$ cat src/rtl/core/ccwa_pkg.sv
// Shared widths, register indexes, command types and the averaging divide.
package ccwa_pkg;

    localparam int DATA_W = 16;
    localparam int CHAN_W = 14;
    localparam int ACC_W  = 27;
    localparam int CNT_W  = 11;
    localparam int LG_W   = 4;
    localparam int IDX_W  = 2;

    localparam logic [LG_W-1:0]   LG_MAX   = 4'd10;
    localparam logic [CHAN_W-1:0] END_INIT = 14'd16383;

    // Command queue geometry.
    localparam int QDEPTH = 4;
    localparam int QAW    = 2;
    localparam int QCW    = 3;

    // Configuration register indexes.
    localparam logic [IDX_W-1:0] REG_START = 2'd0;
    localparam logic [IDX_W-1:0] REG_END   = 2'd1;
    localparam logic [IDX_W-1:0] REG_AVG   = 2'd2;

    // Live configuration as seen by the front and back parts.
    typedef struct packed {
        logic [CHAN_W-1:0] start_chan;
        logic [CHAN_W-1:0] end_chan;
        logic [LG_W-1:0]   lg;
    } t_cfg;

    // One classified channel handed from the front to the back.
    typedef struct packed {
        logic signed [DATA_W-1:0] re;
        logic signed [DATA_W-1:0] im;
        logic                     clr;
        logic                     keep;
        logic                     is_end;
    } t_cmd;

    // Divide a group sum by 2^lg, truncating toward zero.
    function automatic logic [DATA_W-1:0] avg_div(input logic signed [ACC_W-1:0] sum,
                                                  input logic [LG_W-1:0] lg);
        logic [ACC_W-1:0]        bias;
        logic signed [ACC_W-1:0] adj;
        logic signed [ACC_W-1:0] quo;
        bias = sum[ACC_W-1] ? ((ACC_W'(1) << lg) - ACC_W'(1)) : '0;
        adj  = sum + $signed(bias);
        quo  = adj >>> lg;
        return quo[DATA_W-1:0];
    endfunction

endpackage

$ cat src/rtl/core/ccwa_front.sv
// Front part: accepts channel beats, numbers them and classifies each one.
module ccwa_front (
    input  logic                   i_clk,
    input  logic                   i_rst_n,
    input  logic                   i_valid,
    output logic                   o_ready,
    input  logic [31:0]            i_data,
    input  logic                   i_start,
    input  ccwa_pkg::t_cfg         i_cfg,
    input  logic                   i_q_full,
    output logic                   o_push,
    output ccwa_pkg::t_cmd         o_cmd
);

    logic [ccwa_pkg::CHAN_W-1:0] r_chan_cnt;
    logic [ccwa_pkg::CHAN_W-1:0] n_chan_cnt;
    logic [ccwa_pkg::CHAN_W-1:0] idx;
    logic                        accept;
    logic                        keep;

    assign o_ready = !i_q_full;
    assign accept  = i_valid && !i_q_full;

    // A spectrum start renumbers this beat as channel zero.
    always_comb begin
        idx        = i_start ? '0 : r_chan_cnt;
        n_chan_cnt = idx + ccwa_pkg::CHAN_W'(1);
        keep       = (idx >= i_cfg.start_chan) && (idx <= i_cfg.end_chan);
    end

    // Only beats that touch the group state go to the back part.
    always_comb begin
        o_push        = accept && (keep || i_start);
        o_cmd.re      = $signed(i_data[15:0]);
        o_cmd.im      = $signed(i_data[31:16]);
        o_cmd.clr     = i_start;
        o_cmd.keep    = keep;
        o_cmd.is_end  = (idx == i_cfg.end_chan);
    end

    // Channel counter wraps at the channel space size.
    always_ff @(posedge i_clk) begin
        if (!i_rst_n) begin
            r_chan_cnt <= '0;
        end else if (accept) begin
            r_chan_cnt <= n_chan_cnt;
        end
    end

endmodule

$ cat src/rtl/core/ccwa_queue.sv
// Short command queue between the front and back parts.
module ccwa_queue (
    input  logic            i_clk,
    input  logic            i_rst_n,
    input  logic            i_push,
    input  ccwa_pkg::t_cmd  i_cmd,
    output logic            o_full,
    output logic            o_valid,
    input  logic            i_pop,
    output ccwa_pkg::t_cmd  o_cmd
);

    ccwa_pkg::t_cmd           r_slot [ccwa_pkg::QDEPTH];
    logic [ccwa_pkg::QAW-1:0] r_wr_ptr;
    logic [ccwa_pkg::QAW-1:0] r_rd_ptr;
    logic [ccwa_pkg::QCW-1:0] r_count;
    logic                     do_push;
    logic                     do_pop;

    assign o_full  = (r_count == ccwa_pkg::QCW'(ccwa_pkg::QDEPTH));
    assign o_valid = (r_count != '0);
    assign o_cmd   = r_slot[r_rd_ptr];
    assign do_push = i_push && !o_full;
    assign do_pop  = i_pop && o_valid;

    // Storage needs no reset.
    always_ff @(posedge i_clk) begin
        if (do_push) begin
            r_slot[r_wr_ptr] <= i_cmd;
        end
    end

    // Pointers and fill level.
    always_ff @(posedge i_clk) begin
        if (!i_rst_n) begin
            r_wr_ptr <= '0;
            r_rd_ptr <= '0;
            r_count  <= '0;
        end else begin
            if (do_push) begin
                r_wr_ptr <= r_wr_ptr + ccwa_pkg::QAW'(1);
            end
            if (do_pop) begin
                r_rd_ptr <= r_rd_ptr + ccwa_pkg::QAW'(1);
            end
            if (do_push && !do_pop) begin
                r_count <= r_count + ccwa_pkg::QCW'(1);
            end else if (do_pop && !do_push) begin
                r_count <= r_count - ccwa_pkg::QCW'(1);
            end
        end
    end

endmodule

$ cat src/rtl/core/ccwa_back.sv
// Back part: accumulates groups, divides finished sums and holds the output beat.
module ccwa_back (
    input  logic                        i_clk,
    input  logic                        i_rst_n,
    input  logic                        i_q_valid,
    input  ccwa_pkg::t_cmd              i_cmd,
    output logic                        o_pop,
    input  logic [ccwa_pkg::LG_W-1:0]   i_lg,
    output logic                        o_valid,
    input  logic                        i_ready,
    output logic [31:0]                 o_data,
    output logic                        o_last
);

    logic signed [ccwa_pkg::ACC_W-1:0] r_acc_re;
    logic signed [ccwa_pkg::ACC_W-1:0] r_acc_im;
    logic [ccwa_pkg::CNT_W-1:0]        r_grp_cnt;

    logic                              r_s1_valid;
    logic signed [ccwa_pkg::ACC_W-1:0] r_s1_re;
    logic signed [ccwa_pkg::ACC_W-1:0] r_s1_im;
    logic                              r_s1_last;

    logic                              r_out_valid;
    logic [ccwa_pkg::DATA_W-1:0]       r_out_re;
    logic [ccwa_pkg::DATA_W-1:0]       r_out_im;
    logic                              r_out_last;

    logic signed [ccwa_pkg::ACC_W-1:0] base_re;
    logic signed [ccwa_pkg::ACC_W-1:0] base_im;
    logic [ccwa_pkg::CNT_W-1:0]        base_cnt;
    logic signed [ccwa_pkg::ACC_W-1:0] sum_re;
    logic signed [ccwa_pkg::ACC_W-1:0] sum_im;
    logic [ccwa_pkg::CNT_W-1:0]        cnt_inc;
    logic [ccwa_pkg::CNT_W-1:0]        grp_size;
    logic                              complete;
    logic                              out_free;
    logic                              s1_free;

    // Accumulate the head command on top of the open group.
    always_comb begin
        base_re  = i_cmd.clr ? '0 : r_acc_re;
        base_im  = i_cmd.clr ? '0 : r_acc_im;
        base_cnt = i_cmd.clr ? '0 : r_grp_cnt;
        sum_re   = base_re + {{(ccwa_pkg::ACC_W-ccwa_pkg::DATA_W){i_cmd.re[15]}}, i_cmd.re};
        sum_im   = base_im + {{(ccwa_pkg::ACC_W-ccwa_pkg::DATA_W){i_cmd.im[15]}}, i_cmd.im};
        cnt_inc  = base_cnt + ccwa_pkg::CNT_W'(1);
        grp_size = ccwa_pkg::CNT_W'(1) << i_lg;
        complete = i_cmd.keep && (cnt_inc >= grp_size);
    end

    // A finished group may only leave when the sum stage can take it.
    assign out_free = !r_out_valid || i_ready;
    assign s1_free  = !r_s1_valid || out_free;
    assign o_pop    = i_q_valid && (!complete || s1_free);

    // Open group state.
    always_ff @(posedge i_clk) begin
        if (!i_rst_n) begin
            r_acc_re  <= '0;
            r_acc_im  <= '0;
            r_grp_cnt <= '0;
        end else if (o_pop) begin
            if (i_cmd.keep && !complete && !i_cmd.is_end) begin
                r_acc_re  <= sum_re;
                r_acc_im  <= sum_im;
                r_grp_cnt <= cnt_inc;
            end else if (i_cmd.keep || i_cmd.clr) begin
                r_acc_re  <= '0;
                r_acc_im  <= '0;
                r_grp_cnt <= '0;
            end
        end
    end

    // Sum stage holds a finished group before the divide.
    always_ff @(posedge i_clk) begin
        if (!i_rst_n) begin
            r_s1_valid <= 1'b0;
        end else if (o_pop && complete) begin
            r_s1_valid <= 1'b1;
        end else if (out_free) begin
            r_s1_valid <= 1'b0;
        end
    end

    always_ff @(posedge i_clk) begin
        if (o_pop && complete) begin
            r_s1_re   <= sum_re;
            r_s1_im   <= sum_im;
            r_s1_last <= i_cmd.is_end;
        end
    end

    // Output register takes the divided bin.
    always_ff @(posedge i_clk) begin
        if (!i_rst_n) begin
            r_out_valid <= 1'b0;
        end else if (out_free) begin
            r_out_valid <= r_s1_valid;
        end
    end

    always_ff @(posedge i_clk) begin
        if (out_free && r_s1_valid) begin
            r_out_re   <= ccwa_pkg::avg_div(r_s1_re, i_lg);
            r_out_im   <= ccwa_pkg::avg_div(r_s1_im, i_lg);
            r_out_last <= r_s1_last;
        end
    end

    assign o_valid = r_out_valid;
    assign o_data  = {r_out_im, r_out_re};
    assign o_last  = r_out_last;

endmodule

$ cat src/rtl/core/complex_channel_window_averager_unit.sv
// Complex channel window averager: top level with configuration registers.
//
// Input stream: one complex channel per beat, tdata holds the real part in
// bits 15:0 and the imaginary part in bits 31:16; tuser bit 0 marks channel
// zero of a new spectrum and discards any partial group. Channels from
// start_channel to end_channel are kept and gathered in groups of
// 2^average_log2 (capped at 1024). Each group leaves as one output beat with
// both sums divided by the group size, truncated toward zero; tlast marks the
// bin that ends at end_channel. A partial group left at end_channel is dropped.
// Throughput is one channel per cycle while the receiver keeps up, set by the
// accumulate in the back part. A bin's last channel passes through the command
// queue, the sum stage and the output register before the bin is presented.
// When the receiver stalls, the output register, a sum stage and a four-entry
// command queue fill before s_axis_tready drops. Reset clears the channel
// count, the open group and all valid flags, and sets the registers to start
// 0, end 16383, average_log2 0. The configuration channel is always ready;
// write it only while the block is idle.
module complex_channel_window_averager_unit (
    input  logic                            i_clk,
    input  logic                            i_rst_n,
    input  logic                            s_axis_tvalid,
    output logic                            s_axis_tready,
    input  logic [31:0]                     s_axis_tdata,  // real_part, imag_part
    input  logic [0:0]                      s_axis_tuser,  // spectrum_start
    output logic                            m_axis_tvalid,
    input  logic                            m_axis_tready,
    output logic [31:0]                     m_axis_tdata,  // avg_real, avg_imag
    output logic                            m_axis_tlast,
    input  logic                            i_cfg_valid,
    output logic                            o_cfg_ready,
    input  logic [ccwa_pkg::IDX_W-1:0]      i_cfg_index,
    input  logic [ccwa_pkg::CHAN_W-1:0]     i_cfg_data
);

    logic [ccwa_pkg::CHAN_W-1:0] r_start_chan;
    logic [ccwa_pkg::CHAN_W-1:0] r_end_chan;
    logic [ccwa_pkg::LG_W-1:0]   r_avg_log2;
    ccwa_pkg::t_cfg              cfg;
    logic                        q_full;
    logic                        q_valid;
    logic                        push;
    logic                        pop;
    ccwa_pkg::t_cmd              front_cmd;
    ccwa_pkg::t_cmd              head_cmd;

    assign o_cfg_ready = 1'b1;

    // Configuration registers.
    always_ff @(posedge i_clk) begin
        if (!i_rst_n) begin
            r_start_chan <= '0;
            r_end_chan   <= ccwa_pkg::END_INIT;
            r_avg_log2   <= '0;
        end else if (i_cfg_valid) begin
            case (i_cfg_index)
                ccwa_pkg::REG_START: r_start_chan <= i_cfg_data;
                ccwa_pkg::REG_END:   r_end_chan   <= i_cfg_data;
                ccwa_pkg::REG_AVG:   r_avg_log2   <= i_cfg_data[ccwa_pkg::LG_W-1:0];
                default: begin
                end
            endcase
        end
    end

    // Group size exponent saturates at the largest group.
    always_comb begin
        cfg.start_chan = r_start_chan;
        cfg.end_chan   = r_end_chan;
        cfg.lg         = (r_avg_log2 > ccwa_pkg::LG_MAX) ? ccwa_pkg::LG_MAX : r_avg_log2;
    end

    ccwa_front u_front (
        .i_clk    (i_clk),
        .i_rst_n  (i_rst_n),
        .i_valid  (s_axis_tvalid),
        .o_ready  (s_axis_tready),
        .i_data   (s_axis_tdata),
        .i_start  (s_axis_tuser[0]),
        .i_cfg    (cfg),
        .i_q_full (q_full),
        .o_push   (push),
        .o_cmd    (front_cmd)
    );

    ccwa_queue u_queue (
        .i_clk   (i_clk),
        .i_rst_n (i_rst_n),
        .i_push  (push),
        .i_cmd   (front_cmd),
        .o_full  (q_full),
        .o_valid (q_valid),
        .i_pop   (pop),
        .o_cmd   (head_cmd)
    );

    ccwa_back u_back (
        .i_clk     (i_clk),
        .i_rst_n   (i_rst_n),
        .i_q_valid (q_valid),
        .i_cmd     (head_cmd),
        .o_pop     (pop),
        .i_lg      (cfg.lg),
        .o_valid   (m_axis_tvalid),
        .i_ready   (m_axis_tready),
        .o_data    (m_axis_tdata),
        .o_last    (m_axis_tlast)
    );

endmodule

$ cat config.mk
export PLATFORM = sky130hd
export DESIGN_NAME = complex_channel_window_averager_unit
export DESIGN_NICKNAME = d
export VERILOG_FILES = /design/src/rtl/core/ccwa_pkg.sv /design/src/rtl/core/ccwa_front.sv /design/src/rtl/core/ccwa_queue.sv /design/src/rtl/core/ccwa_back.sv /design/src/rtl/core/complex_channel_window_averager_unit.sv
export SDC_FILE = /design/constraint.sdc
export NUM_CORES = 1
export LEC_CHECK = 0
export ABC_AREA = 0
export BUFFER_PORTS_ARGS = -buffer_cell sky130_fd_sc_hd__buf_2
export CORE_MARGIN = 2
export CORE_UTILIZATION = 35
export CTS_BUF_LIST = sky130_fd_sc_hd__clkbuf_8
export DETAILED_ROUTE_END_ITERATION = 10
export PLACE_DENSITY_LB_ADDON = 0.05
export SYNTH_ARGS = -nofsm -noshare
export SYNTH_HDL_FRONTEND = slang
export SYNTH_SLANG_ARGS = --single-unit
export TNS_END_PERCENT = 10
$ cat constraint.sdc
create_clock -name i_clk -period 17.6 [get_ports i_clk]
set_clock_uncertainty 0.1 [all_clocks]
set_input_delay 1.76 -clock i_clk [delete_from_list [all_inputs] [get_ports i_clk]]
set_output_delay 1.76 -clock i_clk [all_outputs]
set_load 0.1 [all_outputs]
## Word level (Yosys, flattened, before mapping)

Memories as Yosys holds them, arrays and structs flattened. A register that Yosys moved wholly into a read port is not among the register bits.
Index checks and enable logic that the tools add are counted.

- $lt $le $gt $ge: 4
- Equality and inequality tests: 4
- Add/subtract/negate cells: 11
- Reduce and logical (&&, ||, !) cells: 34
- Mux-type cells: 20
- Shifts and indexed selects: 4

Operators with widths:

| operator | count |
|---|---|
| 27-bit 2-to-1 mux | 7 |
| 27-bit adder | 4 |
| 27-bit by 4-bit >>> shifter with 16-bit output | 2 |
| 11-bit 2-to-1 mux | 3 |
| 1-bit by 4-bit << shifter with 27-bit output, first input constant | 1 |
| 27-bit by 1-bit subtractor with 27-bit output, second input constant | 1 |
| 14-bit by 1-bit adder with 14-bit output, second input constant | 1 |
| 14-bit == test | 1 |
| 14-bit greater-or-equal comparator | 1 |
| 14-bit less-or-equal comparator | 1 |
| 14-bit 2-to-1 mux | 1 |
| 1-bit logical AND | 13 |
| 11-bit by 1-bit adder with 11-bit output, second input constant | 1 |
| 11-bit greater-or-equal comparator | 1 |
| 1-bit by 4-bit << shifter with 11-bit output, first input constant | 1 |
| 2-bit AND reduction | 4 |
| 1-bit logical NOT | 7 |
| 3-bit 2-to-1 mux | 2 |
| 2-bit nonzero test | 3 |
| 1-bit logical OR | 5 |
| 2-bit by 1-bit adder with 2-bit output, second input constant | 2 |
| 4-bit greater-than comparator, second input constant | 1 |
| 1-bit 2-to-1 mux | 4 |
| 2-bit 2-to-1 mux | 2 |
| 8 further kinds | 8 |

- Memories: 1
- Input bits: 54
- Bits in writable memories: 140
- Register bits after elaboration: 208

Memory list:

| name | depth | width | read ports | clocked after memory_dff | write ports | RTL line | text |
|---|---|---|---|---|---|---|---|
| u_queue.r_slot | 4 | 35 | 1 | 1 | 1 | ccwa_queue.sv:13 | `ccwa_pkg::t_cmd r_slot [ccwa_pkg::QDEPTH];` |

## Logic depth before layout (Yosys ltp)

- Depth after elaboration: 12
- Mapped depth: 25
- Gate-level depth less buffers: 22

## Modules after synthesis

A second synthesis with hierarchy kept.

- Cell total of the unflattened synthesis: 2259
- Area, all modules: 23251.0 µm²

By module, submodules not included:

| module | cells an instance | sequential area each (µm²) | times used | area an instance (µm²) |
|---|---|---|---|---|
| ccwa_back | 1646 | 3983.8 | 1 | 14430.1 |
| ccwa_queue | 231 | 4384.2 | 1 | 5585.4 |
| ccwa_front | 234 | 280.3 | 1 | 1799.2 |
| complex_channel_window_averager_unit | 148 | 640.6 | 1 | 1436.4 |

## Worst setup path after synthesis

OpenSTA, ideal clock, no wires.

- Path kind: register to register
- From: register (tool-made name)
- To: register u_back.r_s1_im[0] (netlist bit), enable pin
- Required time: 17.032 ns
- Slack: 11.447 ns
- Arrival time: 5.584 ns
- Library setup time: 0.468 ns
- Cell stages (with the launch flop): 18
- Period minus slack after synthesis: 6.153 ns
- Path buffers: 3
- Cells stage by stage: dfxtp_1 buf_2 mux4_2 clkbuf_1 clkbuf_1 nor2b_1 ha_1 and3_1 xnor2_1 nor2_1 ha_1 a21o_1 a21o_1 a21oi_1 o21ai_0 a21oi_1 o31ai_1 nor2_1

RTL lines:

| item | RTL line | text |
|---|---|---|
| to (signal assigned) | ccwa_back.sv:90 | `r_s1_im <= sum_im;` |
| to (decl) | ccwa_back.sv:21 | `logic signed [ccwa_pkg::ACC_W-1:0] r_s1_im;` |

## Worst setup path after layout

- From: register r_avg_log2[1] (netlist bit)
- To: register u_back.r_out_im[13] (netlist bit), data pin

- Word-level cells in the longest chain between the ends: 7

Ends and longest elaborated chain:

| item | RTL line | text |
|---|---|---|
| from (decl) | complex_channel_window_averager_unit.sv:37 | `logic [ccwa_pkg::LG_W-1:0] r_avg_log2;` |
| from (signal assigned) | complex_channel_window_averager_unit.sv:58 | `ccwa_pkg::REG_AVG: r_avg_log2 <= i_cfg_data[ccwa_pkg::LG_W-1:0];` |
| 4-bit greater-than comparator | complex_channel_window_averager_unit.sv:69 | `cfg.lg = (r_avg_log2 > ccwa_pkg::LG_MAX) ? ccwa_pkg::LG_MAX : r_avg_log2;` |
| 4-bit 2-to-1 mux (*) | complex_channel_window_averager_unit.sv:69 |  |
| 1-bit by 4-bit << shifter with 27-bit output | ccwa_pkg.sv:46 | `bias = sum[ACC_W-1] ? ((ACC_W'(1) << lg) - ACC_W'(1)) : '0;` |
| 27-bit by 1-bit subtractor with 27-bit output | ccwa_pkg.sv:46 |  |
| 27-bit 2-to-1 mux | ccwa_pkg.sv:46 |  |
| 27-bit adder | ccwa_pkg.sv:47 | `adj = sum + $signed(bias);` |
| 27-bit by 4-bit >>> shifter with 16-bit output (*) | ccwa_pkg.sv:48 | `quo = adj >>> lg;` |
| to (signal assigned) | ccwa_back.sv:107 | `r_out_im <= ccwa_pkg::avg_div(r_s1_im, i_lg);` |
| to (decl) | ccwa_back.sv:26 | `logic [ccwa_pkg::DATA_W-1:0] r_out_im;` |

Every way passes the cells marked *; elsewhere a longest branch is shown, timed or not.
A chain may end at the register's enable or synchronous reset.

==> impl_metrics.toml <==
[layout]
area_delta_synth_final_pct = 12.5
final_common_cell = "edfxtp_1"
fillCellCount = 5750
instances_no_fill = 2892
layout_common_cells = "228 x edfxtp_1, 166 x nand2_1, 151 x ha_1, 120 x dfxtp_1, 112 x a21oi_1"
layout.nets = 2277
drive_above_1_share_pct = 12.3

[clock_network]
cts_root_buf = "clkbuf_8"
htree_levels = 3
numCtsBuffers = 67
clkTransAtPathRegs_ps = 60
cts_resized = 0
cts_buffer_depth = 3
worstSkewPairLatency_ps = 640
tritoncts = "done"
cts_setup_buffers = 0
numClockSinks = 350
hold_buffers = 0

[floorplan]
die_y_um = 247
initial_core_util_pct = 35.2
ios = 90
die_x_um = 247
die_area_um2 = 61000
core-area_um2 = 58700
rows = 89

[sta]
fin_crit_ps = 6700
finalHoldViolCount = 0
tightest_slew_ps = 1010
hold_ws_ps = 322
clock.fmax_mhz = 149
post-route-period-util_pct = 38.0
relSlewSlack_pct = 32.5
setup_viol = 0
rsz0062_at_grt = "no"
drv_slew = 0
tns_ps = 0

[place]
place.port_buffers = 88
hpwlAfterDp_um = 37700
dp_cells = 2771
gpl.final_weighted_congestion = 0.849

[routing]
totalWireLength_um = 53700
ant_nets = 0
routedWlPerCell_um = 18.6
wl_met2_um = 23500
first_pass_iters = 5
viasPerCell = 5.18
wl_met1_um = 27300
drt_iter0_markers = 973
drcViolationCount = 0
routed.top_layer = "met5"
vias = 15000
wl_met3_um = 2050

[synth]
async_flop_share_pct = 0
synth-edff-count = 228
ys_warn_count = 0
synth_seq_area_share_pct = 45.0
avgSynthCellArea_um2 = 10.5
ys_types = 78
synth_seq_cells = 350
ys_dominant_reg_cell = "edfxtp_1"
synthCells = 1958
synth_area_um2 = 20600

[critical_path]
cp_cell_sequence = "inv_1 -> nand2_1 -> nand2_1 -> and2_1 -> buf_4 -> nor2_1 -> nand2_1 -> ha_1 -> and3_1 -> o21bai_1 -> and2_1 -> ha_1 -> o21ai_0 -> o21ai_0 -> o211ai_1 -> nand2_1 -> a21oi_1 -> a311oi_1 -> nor2_1 -> a21oi_1 -> o21ai_1 -> a221o_1"
r2r_end = "u_back.r_out_im[13]"
critPathSlowestCell = "dfxtp_1"
cp_max_fo = 24
r2r_slack_ps = 10900
crit_path_max_incr_delay_ps = 710
crit_arrival_ps = 6960
crit_type = "flop to flop"
crit_top_cell = "nand2_1"
crit_required_ps = 17860
crit_start = "r_avg_log2[1]"
rr_worst_depth = 22
start_kind = "flop"
end_kind = "flop"
timing.rr.start = "r_avg_log2[1]"

[grt]
grt_pass1_wl_um = 84800
grt_max_degree = 65
grt_overflow = 0
antenna_found_initial = 5
grt_use_total_pct = 17.8
first_global_vias = 15000

[power_and_ir_drop]
powerDensity_nw_per_um2 = 142
finalPower_mw = 3.30
vdd_drop_max_v = 0.0000934
p_leak_nw = 9.36

[hold_path]
min_from = "u_back.r_s1_last"
hold_class = "flop to flop"
min_path_cells = 0
min_to = "u_back.o_last"

[job]
maxCapViolations = 0

[run_status]
status = "finished clean"
[synth_stat cells (16+ instances only)]
library cell	number	area, µm²
edfxtp_1	228	6850
nand2_1	167	627
ha_1	151	1890
dfxtp_1	122	2440
a21oi_1	113	566
nor2_1	108	405
nor2b_1	86	538
xnor2_1	84	736
inv_1	75	282
o21ai_0	73	365
clkbuf_1	68	255
a21o_1	61	458
a22o_1	61	534
and2_1	45	282
mux2i_1	45	450
nand3_1	40	200
a211oi_1	39	293
mux4_2	35	788
xor2_1	29	254
o211ai_1	25	188
nand2b_1	22	138
nor3_1	20	100
a21boi_0	18	135
a31oi_1	18	113
o21ai_1	17	85.1
o21a_1	16	120
[routing by layer]
metal	vias up	GRT usage [%]
met5	-	0
met4	8	5.16
met3	62	3.30
met2	229	27.3
met1	7194	25.4
li1	7501	-
[worst max-delay path by stage]
| stage | to | slack, ps | cells past startpoint |
|---|---|---|---|
| floorplan | u_back.r_s1_im[0] | 11450 | 17 |
| global placement | u_back.r_out_re[10] | 11000 | 23 |
| detailed placement | u_back.r_out_im[13] | 10900 | 22 |
| CTS | u_back.r_out_im[13] | 10880 | 22 |
| global route | u_back.r_out_im[14] | 10100 | 23 |
| finish | u_back.r_out_im[13] | 10900 | 22 |
[per-stage QoR]
| step | cell area, µm² | util [%] | setup WS, ps |
|---|---|---|---|
| floorplan | 20700 | - | 11450 |
| global placement | 22000 | 37.4 | 11000 |
| detailed placement | 22000 | 37.4 | 10900 |
| CTS | 23200 | 39.6 | 10880 |
| global route | 23200 | 39.6 | 10100 |
| finish | 23200 | 39.6 | 10900 |
[kinds of logic after synthesis]
group,after synthesis,synth area share [%]
flip-flops,350,45.0
XOR/XNOR,113,4.79
adder cells (fa/ha/maj),156,9.64
other,2,0.0364
AND/OR/NAND/NOR,545,13.0
multiplexers,93,6.71
AO/OA/AOI/OAI,533,17.8
buffers and inverters,166,3.10
[final cells by class]
class	instances	area [µm²]	share of cell area, %
Antenna cell	1	2.50	0.0108
Timing Repair Buffer	107	583	2.51
Multi-Input combinational cell	1465	10800	46.7
Inverter	76	285	1.23
Clock inverter	48	265	1.14
Tap cell	773	967	4.16
Clock buffer	72	991	4.27
Sequential cell	350	9290	40.0
[power by group]
part	switching [mW]	total [mW]	internal, mW
sequential	0.0506	1.10	1.05
combinational	0.932	1.43	0.494
clock	0.362	0.770	0.408
total	1.34	3.30	1.95
[critical path: cells and delay by family (launching register included)]
| family | cells | cell delay [ps] |
|---|---|---|
| AOI/OAI and AO/OA | 9 | 1960 |
| and+or+nand+nor | 9 | 2280 |
| DFF | 1 | 710 |
| buffers and inverters | 2 | 700 |
| adders and majority gates | 2 | 650 |
[flip-flops by register name, indices dropped and copies added, names as in the netlist, 16 cells and up, named ones only]
signal and cells:
u_queue.r_slot 140, u_back.r_acc_im 27, u_back.r_acc_re 27, u_back.r_s1_im 27, u_back.r_s1_re 27, u_back.r_out_im 16
u_back.r_out_re 16
Note: power is estimated with default switching activity, not from simulation.
